===== config.mk =====
export PLATFORM = sky130hd
export DESIGN_NAME = grid_ten_minute_overvolt_guard_top
export DESIGN_NICKNAME = d
export VERILOG_FILES = /design/src/rtl/gtmog_pkg.sv /design/src/rtl/grid_ten_minute_overvolt_guard_top.sv
export VERILOG_INCLUDE_DIRS = /design/src /design/src/rtl
export SDC_FILE = /design/constraint.sdc
export NUM_CORES = 2
export LEC_CHECK = 0
export BUFFER_PORTS_ARGS = -buffer_cell sky130_fd_sc_hd__buf_2
export CAP_MARGIN = 20
export CORE_MARGIN = 2
export CORE_UTILIZATION = 45
export DETAILED_ROUTE_END_ITERATION = 7
export PLACE_DENSITY = 0.64
export REMOVE_ABC_BUFFERS = 1
export SLEW_MARGIN = 15
export SYNTH_ARGS = -nofsm -noshare
export SYNTH_HDL_FRONTEND = slang
export SYNTH_SLANG_ARGS = --single-unit

===== constraint.sdc =====
create_clock -name clk -period 10.83 [get_ports clk]
set_input_delay 1.083 -clock clk [delete_from_list [all_inputs] [get_ports clk]]
set_output_delay 1.083 -clock clk [all_outputs]
set_load 0.005 [all_outputs]

===== src/rtl/grid_ten_minute_overvolt_guard_top_macros.svh =====
// Assertion macros for the overvoltage guard.
// Depends on clk and arst_n in the module that includes this file.
`ifndef GRID_TEN_MINUTE_OVERVOLT_GUARD_TOP_MACROS_SVH
`define GRID_TEN_MINUTE_OVERVOLT_GUARD_TOP_MACROS_SVH

// Check a consequent in the same cycle as its antecedent.
`define GTMOG_ASSERT_NOW(lbl, ante, cons, msg) \
	lbl: assert property (@(posedge clk) disable iff (!arst_n) (ante) |-> (cons)) \
		else $error(msg);

// Check a consequent in the cycle after its antecedent.
`define GTMOG_ASSERT_NEXT(lbl, ante, cons, msg) \
	lbl: assert property (@(posedge clk) disable iff (!arst_n) (ante) |=> (cons)) \
		else $error(msg);

`endif


===== src/rtl/gtmog_pkg.sv =====
// Shared types and constants of the ten-minute overvoltage guard.
// No dependencies; imported by the top level, the checker and the testbench.
`timescale 1ns / 1ps

package gtmog_pkg;

	localparam int unsigned DEF_RING_SLOTS = 16;
	localparam int unsigned DEF_PHASES     = 3;

	localparam int unsigned SAMPLE_W  = 16;
	localparam int unsigned SUM_W     = 32;
	localparam int unsigned BLK_CNT_W = 16;
	localparam int unsigned PH_W      = 2;
	localparam int unsigned APB_AW    = 4;
	localparam int unsigned APB_DW    = 32;
	localparam int unsigned DIV_CNT_W = 5;

	typedef enum logic [1:0] {
		REG_LIMIT   = 2'd0,
		REG_PHASES  = 2'd1,
		REG_SPB     = 2'd2,
		REG_NOMINAL = 2'd3
	} reg_idx_t;

	localparam logic [SAMPLE_W-1:0]  RST_LIMIT   = 16'd2530;
	localparam logic [PH_W-1:0]      RST_PHASES  = 2'd3;
	localparam logic [BLK_CNT_W-1:0] RST_SPB     = 16'd1500;
	localparam logic [SAMPLE_W-1:0]  RST_NOMINAL = 16'd2300;

endpackage


===== src/rtl/grid_ten_minute_overvolt_guard_top.sv =====
// Ten-minute moving-average overvoltage guard, top level.
// Depends on gtmog_pkg and grid_ten_minute_overvolt_guard_top_macros.svh.
`timescale 1ns / 1ps

// The guard sums one voltage sample per phase for samples_per_block items, echoing
// fault_in, and on the following item turns each phase sum into a block average,
// stores it in a RING_SLOTS-deep ring per phase and flags a fault when any ring mean
// exceeds overvolt_limit; an active fault whose new averages are all within the limit
// clears every ring to nominal_volt. An ordinary item passes one phase per cycle through
// the shared adder. A boundary item runs, for each phase in use, the 32-step restoring
// divider and the one-read-per-cycle sweep of the ring memory. in_ready is high only
// while the block is idle; a finished result waits in the output register, so a new
// item is taken before it is collected. Ring clearing is done with per-entry valid
// bits, so no clearing pass runs after reset.
module grid_ten_minute_overvolt_guard_top
	import gtmog_pkg::*;
#(
	parameter int unsigned RING_SLOTS = DEF_RING_SLOTS,
	parameter int unsigned PHASES     = DEF_PHASES
) (
	input  logic                clk,
	input  logic                arst_n,
	input  logic                psel,
	input  logic                penable,
	input  logic                pwrite,
	input  logic [APB_AW-1:0]   paddr,
	input  logic [APB_DW-1:0]   pwdata,
	output logic [APB_DW-1:0]   prdata,
	output logic                pready,
	input  logic                in_valid,
	output logic                in_ready,
	input  logic [SAMPLE_W-1:0] volt_r,
	input  logic [SAMPLE_W-1:0] volt_s,
	input  logic [SAMPLE_W-1:0] volt_t,
	input  logic                fault_in,
	output logic                out_valid,
	input  logic                out_ready,
	output logic                fault_out
);

	localparam int unsigned SLOT_W    = $clog2(RING_SLOTS);
	localparam int unsigned RD_W      = $clog2(RING_SLOTS + 1);
	localparam int unsigned ACC_W     = SAMPLE_W + $clog2(RING_SLOTS);
	localparam int unsigned MEM_DEPTH = PHASES * RING_SLOTS;
	localparam int unsigned MEM_AW    = $clog2(MEM_DEPTH);
	localparam int unsigned PIDX_W    = (PHASES > 1) ? $clog2(PHASES) : 1;

	localparam logic [RD_W-1:0]   RD_N       = RD_W'(RING_SLOTS);
	localparam logic [SLOT_W-1:0] SLOT_LAST  = SLOT_W'(RING_SLOTS - 1);
	localparam logic [ACC_W-1:0]  SLOTS_ACC  = ACC_W'(RING_SLOTS);
	localparam logic [ACC_W-1:0]  ROUND_ACC  = ACC_W'(RING_SLOTS - 1);
	localparam logic [MEM_AW-1:0] SLOTS_ADDR = MEM_AW'(RING_SLOTS);

	typedef enum logic [2:0] {
		S_IDLE,
		S_ACC,
		S_DLD,
		S_DIV,
		S_WR,
		S_SUM,
		S_FIN,
		S_DONE
	} state_t;

	state_t state_q;

	// configuration
	logic [SAMPLE_W-1:0]  limit_q;
	logic [PH_W-1:0]      phases_in_use_q;
	logic [BLK_CNT_W-1:0] spb_q;
	logic [SAMPLE_W-1:0]  nominal_q;
	logic [SAMPLE_W-1:0]  clr_nom_q;
	logic [ACC_W-1:0]     thr_q;

	// item and block state
	logic [SAMPLE_W-1:0]  volt_r_q, volt_s_q, volt_t_q;
	logic                 fault_q;
	logic [PH_W-1:0]      nph_q;
	logic [PH_W-1:0]      p_q;
	logic [PH_W-1:0]      ok_cnt_q;
	logic                 over_q;
	logic                 res_q;
	logic [SUM_W-1:0]     sums_q [PHASES];
	logic [BLK_CNT_W-1:0] count_q;
	logic [SLOT_W-1:0]    slot_q;

	// divider
	logic [SAMPLE_W-1:0]  rem_q;
	logic [SUM_W-1:0]     quo_q;
	logic [DIV_CNT_W-1:0] div_cnt_q;

	// ring sweep
	logic [ACC_W-1:0]     acc_q;
	logic [RD_W-1:0]      rd_idx_q;
	logic                 rd_live_q;
	logic [SAMPLE_W-1:0]  ring_mem [MEM_DEPTH];
	logic [SAMPLE_W-1:0]  ring_rd_q;
	logic                 vld_rd_q;
	logic [MEM_DEPTH-1:0] valid_q;

	logic                 out_valid_q;
	logic                 fault_out_q;

	logic                 cfg_we;
	logic [PH_W-1:0]      nph_now;
	logic [PIDX_W-1:0]    pidx;
	logic [SAMPLE_W-1:0]  volt_sel;
	logic [SUM_W-1:0]     add_a, add_b, add_sum;
	logic [SAMPLE_W:0]    rem_shift, rem_diff;
	logic                 rem_ge;
	logic [SAMPLE_W-1:0]  avg;
	logic [SAMPLE_W-1:0]  ring_val;
	logic [MEM_AW-1:0]    base_addr, wr_addr, rd_addr;
	logic                 clear_cond;

	assign pready    = 1'b1;
	assign cfg_we    = psel & penable & pwrite;
	assign in_ready  = (state_q == S_IDLE);
	assign out_valid = out_valid_q;
	assign fault_out = fault_out_q;

	always_comb begin
		case (reg_idx_t'(paddr[3:2]))
			REG_LIMIT:   prdata = APB_DW'(limit_q);
			REG_PHASES:  prdata = APB_DW'(phases_in_use_q);
			REG_SPB:     prdata = APB_DW'(spb_q);
			REG_NOMINAL: prdata = APB_DW'(nominal_q);
			default:     prdata = '0;
		endcase
	end

	assign nph_now = (phases_in_use_q > PH_W'(PHASES)) ? PH_W'(PHASES) : phases_in_use_q;
	assign pidx    = p_q[PIDX_W-1:0];

	always_comb begin
		case (p_q)
			2'd0:    volt_sel = volt_r_q;
			2'd1:    volt_sel = volt_s_q;
			default: volt_sel = volt_t_q;
		endcase
	end

	// shared adder: phase accumulation or ring sweep
	assign ring_val = vld_rd_q ? ring_rd_q : clr_nom_q;
	always_comb begin
		if (state_q == S_ACC) begin
			add_a = sums_q[pidx];
			add_b = SUM_W'(volt_sel);
		end else begin
			add_a = SUM_W'(acc_q);
			add_b = SUM_W'(ring_val);
		end
	end
	assign add_sum = add_a + add_b;

	// one restoring step per cycle
	assign rem_shift = {rem_q, quo_q[SUM_W-1]};
	assign rem_ge    = (rem_shift >= {1'b0, count_q});
	assign rem_diff  = rem_shift - {1'b0, count_q};
	assign avg       = (count_q == '0) ? '0 : quo_q[SAMPLE_W-1:0];

	assign base_addr = MEM_AW'(pidx) * SLOTS_ADDR;
	assign wr_addr   = base_addr + MEM_AW'(slot_q);
	assign rd_addr   = base_addr + MEM_AW'(rd_idx_q[SLOT_W-1:0]);

	assign clear_cond = (nph_q != '0) && (ok_cnt_q == nph_q);

	always_ff @(posedge clk) begin
		if (state_q == S_WR) begin
			ring_mem[wr_addr] <= avg;
		end
		ring_rd_q <= ring_mem[rd_addr];
	end

	always_ff @(posedge clk or negedge arst_n) begin
		if (!arst_n) begin
			state_q         <= S_IDLE;
			limit_q         <= RST_LIMIT;
			phases_in_use_q <= RST_PHASES;
			spb_q           <= RST_SPB;
			nominal_q       <= RST_NOMINAL;
			clr_nom_q       <= RST_NOMINAL;
			thr_q           <= '0;
			volt_r_q        <= '0;
			volt_s_q        <= '0;
			volt_t_q        <= '0;
			fault_q         <= 1'b0;
			nph_q           <= '0;
			p_q             <= '0;
			ok_cnt_q        <= '0;
			over_q          <= 1'b0;
			res_q           <= 1'b0;
			for (int i = 0; i < PHASES; i++) begin
				sums_q[i] <= '0;
			end
			count_q         <= '0;
			slot_q          <= '0;
			rem_q           <= '0;
			quo_q           <= '0;
			div_cnt_q       <= '0;
			acc_q           <= '0;
			rd_idx_q        <= '0;
			rd_live_q       <= 1'b0;
			vld_rd_q        <= 1'b0;
			valid_q         <= '0;
			out_valid_q     <= 1'b0;
			fault_out_q     <= 1'b0;
		end else begin
			// mean > limit  <=>  ring sum > limit * slots + slots - 1
			thr_q     <= limit_q * SLOTS_ACC + ROUND_ACC;
			vld_rd_q  <= valid_q[rd_addr];
			rd_live_q <= (state_q == S_SUM) && (rd_idx_q != RD_N);

			if (out_valid_q && out_ready && (state_q != S_DONE)) begin
				out_valid_q <= 1'b0;
			end

			if (cfg_we) begin
				case (reg_idx_t'(paddr[3:2]))
					REG_LIMIT:   limit_q         <= pwdata[SAMPLE_W-1:0];
					REG_PHASES:  phases_in_use_q <= pwdata[PH_W-1:0];
					REG_SPB:     spb_q           <= pwdata[BLK_CNT_W-1:0];
					REG_NOMINAL: nominal_q       <= pwdata[SAMPLE_W-1:0];
					default:     ;
				endcase
			end

			case (state_q)
				S_IDLE: begin
					if (in_valid) begin
						volt_r_q <= volt_r;
						volt_s_q <= volt_s;
						volt_t_q <= volt_t;
						fault_q  <= fault_in;
						nph_q    <= nph_now;
						p_q      <= '0;
						ok_cnt_q <= '0;
						over_q   <= 1'b0;
						if (count_q < spb_q) begin
							state_q <= S_ACC;
						end else if (nph_now == '0) begin
							state_q <= S_FIN;
						end else begin
							state_q <= S_DLD;
						end
					end
				end
				S_ACC: begin
					if (p_q != nph_q) begin
						sums_q[pidx] <= add_sum;
						p_q          <= p_q + 2'd1;
					end else begin
						count_q <= count_q + 16'd1;
						res_q   <= fault_q;
						state_q <= S_DONE;
					end
				end
				S_DLD: begin
					quo_q     <= sums_q[pidx];
					rem_q     <= '0;
					div_cnt_q <= '0;
					state_q   <= S_DIV;
				end
				S_DIV: begin
					rem_q     <= rem_ge ? rem_diff[SAMPLE_W-1:0] : rem_shift[SAMPLE_W-1:0];
					quo_q     <= {quo_q[SUM_W-2:0], rem_ge};
					div_cnt_q <= div_cnt_q + 5'd1;
					if (div_cnt_q == '1) begin
						state_q <= S_WR;
					end
				end
				S_WR: begin
					sums_q[pidx]     <= '0;
					valid_q[wr_addr] <= 1'b1;
					if ((avg <= limit_q) && fault_q) begin
						ok_cnt_q <= ok_cnt_q + 2'd1;
					end
					acc_q    <= '0;
					rd_idx_q <= '0;
					state_q  <= S_SUM;
				end
				S_SUM: begin
					if (rd_idx_q != RD_N) begin
						rd_idx_q <= rd_idx_q + 1'b1;
					end
					if (rd_live_q) begin
						acc_q <= add_sum[ACC_W-1:0];
						// last slot arrives once every read has been issued
						if (rd_idx_q == RD_N) begin
							if (add_sum[ACC_W-1:0] > thr_q) begin
								over_q <= 1'b1;
							end
							p_q <= p_q + 2'd1;
							if ((p_q + 2'd1) == nph_q) begin
								state_q <= S_FIN;
							end else begin
								state_q <= S_DLD;
							end
						end
					end
				end
				S_FIN: begin
					count_q <= '0;
					if (clear_cond) begin
						// drop every ring back to the nominal voltage
						valid_q   <= '0;
						clr_nom_q <= nominal_q;
						for (int i = 0; i < PHASES; i++) begin
							sums_q[i] <= '0;
						end
						slot_q <= '0;
						res_q  <= 1'b0;
					end else begin
						slot_q <= (slot_q == SLOT_LAST) ? '0 : slot_q + 1'b1;
						res_q  <= over_q;
					end
					state_q <= S_DONE;
				end
				S_DONE: begin
					// hold the result until the output register is free
					if (!out_valid_q || out_ready) begin
						out_valid_q <= 1'b1;
						fault_out_q <= res_q;
						state_q     <= S_IDLE;
					end
				end
				default: state_q <= S_IDLE;
			endcase
		end
	end

`include "grid_ten_minute_overvolt_guard_top_macros.svh"

	`GTMOG_ASSERT_NEXT(a_busy_after_accept, in_valid && in_ready, !in_ready, "ready after accept")
	`GTMOG_ASSERT_NOW(a_slot_range, 1'b1, slot_q <= SLOT_LAST, "slot pointer out of range")
	`GTMOG_ASSERT_NOW(a_ok_bound, 1'b1, ok_cnt_q <= nph_q, "ok count above phase count")
	`GTMOG_ASSERT_NEXT(a_clear_state, (state_q == S_FIN) && clear_cond, (count_q == '0) && (valid_q == '0) && (slot_q == '0), "clear incomplete")

endmodule


After elaboration in Yosys (flattened, before gate mapping)
Memory sizes are Yosys's and may differ from the RTL's. A register that Yosys moved wholly into a read port is not among the register bits.
Cells that the tools add are included.

cells by class
  add/sub/neg operators = 11
  order comparisons = 10
  equality and inequality tests = 30
  mux-type cells = 64
  bitwise logic cells = 6
  reduce and logical (&&, ||, !) cells = 39

operators with widths
  operator                                       number
  case mux 96 bit (3 select lines)               1
  2-to-1 mux 96 bit                              2
  2-to-1 mux 32 bit                              4
  case mux 32 bit (4 select lines)               1
  bitwise AND 96 bit                             1
  bitwise mux 96 bit                             1
  inverter 96 bit                                1
  case mux 16 bit (2 select lines)               3
  case mux 48 bit (2 select lines)               1
  2-to-1 mux 16 bit                              5
  binary-select mux 32 bit (select 2 bit)        1
  demux 32 bit (select 2 bit)                    1
  case mux 32 bit (2 select lines)               1
  2-to-1 mux 48 bit                              1
  bitwise OR 48 bit                              1
  case mux 20 bit (2 select lines)               1
  adder 32 bit                                   1
  2-to-1 mux 3 bit                               9
  case mux 3 bit (8 select lines)                1
  AND reduction 2 bit                            11
  adder 20 x 4 -> 20 bit, second input constant  1
  > comparator 20 bit                            1
  2-to-1 mux 20 bit                              1
  case mux 5 bit (2 select lines)                2
  other kinds (49)                               107

word-level totals
  flip-flop bits (word level) = 392
  RAM bits = 768
  input bits = 92
  output and inout port bits = 36
  logic and storage cells = 192
  memories = 1

memory list
  memory    words  bits a word  read ports  clocked after memory_dff  write ports  RTL line                                  RTL
  ring_mem  48     16           1           1                         1            grid_ten_minute_overvolt_guard_top.sv:96  logic [SAMPLE_W-1:0] ring_mem [MEM_DEPTH];

Depth between registers and ports, before layout
  depth after elaboration = 11
  mapped depth = 30

Worst setup path after synthesis
Ideal clock, no wire load.

  path type = reg-to-reg
  start point = reg p_q[1]
  end point = reg over_q
  arrival = 5911 ps
  path slack = 4799 ps
  stages on the path, launching flop included = 28
  period minus slack after synthesis = 6031 ps
  path through = dfrtp_1 > buf_6 > buf_8 > buf_2 > buf_2 > clkinv_1 > clkbuf_1 > ha_1 > clkbuf_1 > clkbuf_1 > a311oi_1 > a21oi_1 > nand2_1 > o21ai_0 > ha_1 > a21oi_1 > o21ai_1 > or4_1 > a311oi_2 > nor2_1 > xor2_1 > inv_1 > ha_1 > nand4_1 > nor4_1 > a211oi_1 > a22o_1 > a31o_2

between the ends
  word-level cells in the longest chain between the ends = 9
  elaborated cells between the ends (all ways) = 13
  classes of those cells = add/sub (1); order compare (1); eq/ne (2); mux (6); bitwise (1); reduce/logical (2)

ends and longest elaborated chain
  element                                               RTL line                                   RTL
  from (decl)                                           grid_ten_minute_overvolt_guard_top.sv:79   logic [PH_W-1:0] p_q;
  from (signal assigned)                                grid_ten_minute_overvolt_guard_top.sv:251  p_q <= p_q + 2'd1;
  from (signal assigned)                                grid_ten_minute_overvolt_guard_top.sv:293  p_q <= p_q + 2'd1;
  inverter 2 -> 3 bit (implied by the code)             grid_ten_minute_overvolt_guard_top.sv:147  add_a = sums_q[pidx];
  binary-select mux 32 bit (select 2 bit)               grid_ten_minute_overvolt_guard_top.sv:147
  2-to-1 mux 32 bit (implied by the code) (2 in a row)  grid_ten_minute_overvolt_guard_top.sv:147
  2-to-1 mux 32 bit                                     grid_ten_minute_overvolt_guard_top.sv:146  if (state_q == S_ACC) begin
  adder 32 bit *                                        grid_ten_minute_overvolt_guard_top.sv:154  assign add_sum = add_a + add_b;
  > comparator 20 bit *                                 grid_ten_minute_overvolt_guard_top.sv:290  if (add_sum[ACC_W-1:0] > thr_q) begin
  inequality test 2 x 1 -> 1 bit (no source line) *     -
  AND reduction 5 bit (no source line) *                -
  to (signal assigned)                                  grid_ten_minute_overvolt_guard_top.sv:191  over_q <= 1'b0;
  to (signal assigned)                                  grid_ten_minute_overvolt_guard_top.sv:238  over_q <= 1'b0;
  to (signal assigned)                                  grid_ten_minute_overvolt_guard_top.sv:291  over_q <= 1'b1;
  to (decl)                                             grid_ten_minute_overvolt_guard_top.sv:81   logic over_q;

Every way passes the cells marked *; elsewhere a longest branch is shown, timed or not. The select of a mux whose other input is x is not followed.
A chain may end at the register's enable or synchronous reset.

Final worst setup path
  start point = reg p_q[0]
  end point = reg over_q

Same word-level chain as after synthesis.

==> metrics.md <==
| Metric | Value |
|---|---|
| Cells after synthesis | `3385` |
| Sw frac | `21.0%` |
| Syn_area_per_cell | `15.0 sq um` |
| Initial Utilization | `45.3%` |
| CORE AREA | `112000 sq um` |
| Clk pin slew, worst setup/hold paths | `0.06 ns` |
| Residual DRC | `0` |
| CP Data Required Time | `11.42 ns` |
| Reg2reg path depth | `20` |
| Most frequent cells in the layout | `edfxtp_1, dfrtp_1, nand2_1` |
| GRT Total Usage | `21.9%` |
| # Post-CTS Setup Buffers | `0` |
| Sequential share of power | `52.2%` |
| Number of synthesized flops with an enable pin | `768` |
| Net Switching | `1950 uW` |
| Share of cells above drive strength 1 | `23.3%` |
| Share of the synthesized area in the top cell type | `45.3%` |
| Final Skew | `0.0446 ns` |
| CTS max path bufs | `3` |
| Final Wtd Congestion | `0.886` |
| Most common cell after layout, fill and taps aside | `edfxtp_1` |
| Initial antenna violation count | `0` |
| Worst Tran Pin Value | `1.14 ns` |
| Area grow syn2layout | `12.5%` |
| Leak | `0.0196 uW` |
| # rows | `123` |
| Die Y | `340 um` |
| Synth top area cells | `edfxtp_1, dfrtp_1, mux4_2, ha_1, nand2_1` |
| Top_reg_cell synth | `edfxtp_1` |
| Finished Cell Area | `57200 sq um` |
| Max Cap Viol | `0` |
| Period utilization | `65.2%` |
| DP Area | `53200 sq um` |
| Yosys cell types | `90` |
| Final nets | `3678` |
| Worst r2r src | `p_q[0]` |
| Final std cells w/o fill | `5084` |
| IO Port Bufs | `92` |
| Fillers | `9341` |
| DR iter-0 viols | `2566` |
| CTS tree | `yes` |
| Dpl hpwl | `77600 um` |
| Crit path max fanout | `40` |
| Htree depth | `3` |
| Yosys synthesis warning count | `0` |
| Drt total wl | `127000 um` |
| Hold Vio Cnt, Final | `0` |
| Via Count | `29700` |
| #FFs+latches synth | `1173` |
| Fin. max-slew vios | `0` |
| Slew HR | `23.5%` |
| Cell internal pwr | `7330 uW` |
| CP Data Arrival Time | `7.66 ns` |
| Num CTS Buffers | `115` |
| Crit path kind | `reg -> reg` |
| Combinational cell fraction of total power | `2.3%` |
| Final setup vio count | `0` |
| Reg area | `33200 sq um` |
| DIE WIDTH | `340 um` |
| Worst VDD drop | `0.180 mV` |
| Fin crit period | `7.06 ns` |
| Final hold slack | `0.413 ns` |
| Reg-to-Reg End | `over_q` |
| Hold Path Origin | `limit_q[1]` |
| Via density | `5.85` |
| Die area | `116000 sq um` |
| CP endpoint kind | `flop` |
| Io pins | `128` |
| Area leader, netlist | `edfxtp_1` |
| Worst setup path startpoint | `p_q[0]` |
| Clk_lat worst skew | `0.73 ns` |
| Clk pwr share | `45.5%` |
| Pwr/cell area | `162 nW/um^2` |
| Vias in the first global route | `29700` |
| TritonRoute pass-1 iters | `7` |
| Final ANT Viol Nets | `0` |
| Async S/R FF share, synth | `33.2%` |
| HP Class | `reg -> reg` |
| RSZ-0062 raised after global routing | `no` |
| Sink Count | `1173` |
| Routed length per placed instance | `25.0 um` |
| First-pass GRT wire length | `191000 um` |
| Worst hold path depth | `0` |
| Worst Hold End | `thr_q[5]` |
| Status | `finished, final reports clean` |
| Post-Syn Area | `50900 sq um` |
| Worst Setup Start Kind | `flop` |
| Cells after DPL | `4864` |
| Largest net degree at the start of global routing | `123` |
| # hold bufs at CTS | `0` |
| Finished Core Util | `51.0%` |
| CTS resizes | `0` |
| Diode count | `0` |
| Total global routing overflow | `0` |
| Fmax achieved | `142 MHz` |
| Register area share after synthesis | `65.1%` |
| Setup TNS | `0 ns` |
| R2r setup slk | `3.77 ns` |
| Multi-input gate area | `16600 sq um` |
| Root Buffer | `clkbuf_16` |
## stage by stage
stage          setup slack [ns]  power (uW)
2_1_floorplan              1.49        5030
3_3_place_gp               3.88        5150
3_5_place_dp               3.84        5150
4_1_cts                    3.79        9350
5_1_grt                    3.20        9560
6_report                   3.77        9280
## cells by family after synthesis
| kind of cell | share of synthesized area [%] |
|---|---|
| compound gates | 7.95 |
| fa+ha+maj | 2.49 |
| flops | 65.1 |
| xor+xnor | 0.878 |
| other cells | 0.0148 |
| mux | 14.6 |
| buf+inv | 2.56 |
| simple gates | 6.32 |
## worst max-delay path: stages, from the launching register on
cell and delay (ns):
dfrtp_2 0.55, inv_1 0.65, ha_2 0.97, a311oi_1 0.20, a21oi_1 0.22, nand2_1 0.08
o21ai_0 0.11, ha_1 0.32, a21oi_1 0.29, o21ai_1 0.19, or4_1 0.44, a311oi_2 0.69
nor2_1 0.11, xor2_1 0.39, inv_1 0.18, ha_1 0.31, nand4_1 0.16, nor4_1 0.43
a211oi_1 0.16, a22o_1 0.22, a31o_2 0.21
## metal layers
metal	up-vias	GRT usage, %	part of all wire [%]
met5	-	0	0
met3	217	3.57	5.9
met1	15400	30.5	43
li1	13100	-	-
met2	946	35.3	48
met4	0	7.25	3.3
## Yosys cell counts, drive strengths merged, types with 5 or more instances
cell	count
ha	98
clkbuf	148
o2bb2ai	10
dfrtp	360
or2	5
mux4	257
nor4	13
buf	68
a222oi	6
inv	93
and2	30
dfxtp	16
mux2	92
o311ai	7
a22o	68
o31ai	12
a21oi	157
a32o	6
o211ai	13
xor2	16
dfstp	29
a311oi	20
o21ai	219
a31oi	21
nor3	19
xnor2	35
and4	5
nand4	21
a31o	6
nor2b	29
a21o	21
a22oi	15
edfxtp	768
or3	7
and3	14
mux2i	63
nor4b	5
a211oi	8
nor2	205
nand2b	18
nor3b	5
o21a	11
nand3	28
nand2	291
## worst max path at each step
stage,endpoint,slack [ns]
floorplan,state_q[2],1.49
global placement,over_q,3.88
detailed placement,over_q,3.84
CTS,over_q,3.79
global route,over_q,3.20
finish,over_q,3.77
## state kept, by name, summed over array words and instances, names as in the netlist, 16 cells and up, named ones only
register / flops
volt_r_q: 16
ring_rd_q: 16
limit_q: 16
acc_q: 20
volt_s_q: 16
valid_q: 48
quo_q: 32
rem_q: 16
thr_q: 17
volt_t_q: 16
clr_nom_q: 16
spb_q: 16
ring_mem: 768
count_q: 16
nominal_q: 16
## power groups by stage
stage | sequential [uW] | clock, uW | combinational (uW)
floorplan | 4920 | 0 | 114
global placement | 4940 | 0 | 210
detailed placement | 4940 | 0 | 214
CTS | 4850 | 4290 | 215
global route | 4850 | 4470 | 241
finish | 4850 | 4220 | 213
## area by class of cell
cell class                 instances  share of cell area (%)
sequential                      1173                    57.9
multi-input combinational       1918                    29.0
clock buffer                     138                    5.37
tap                             1500                    3.28
timing repair buffer             184                    2.09
clock inverter                    77                    1.68
inverter                          94                   0.616
Power figures use the tool's default switching activity.
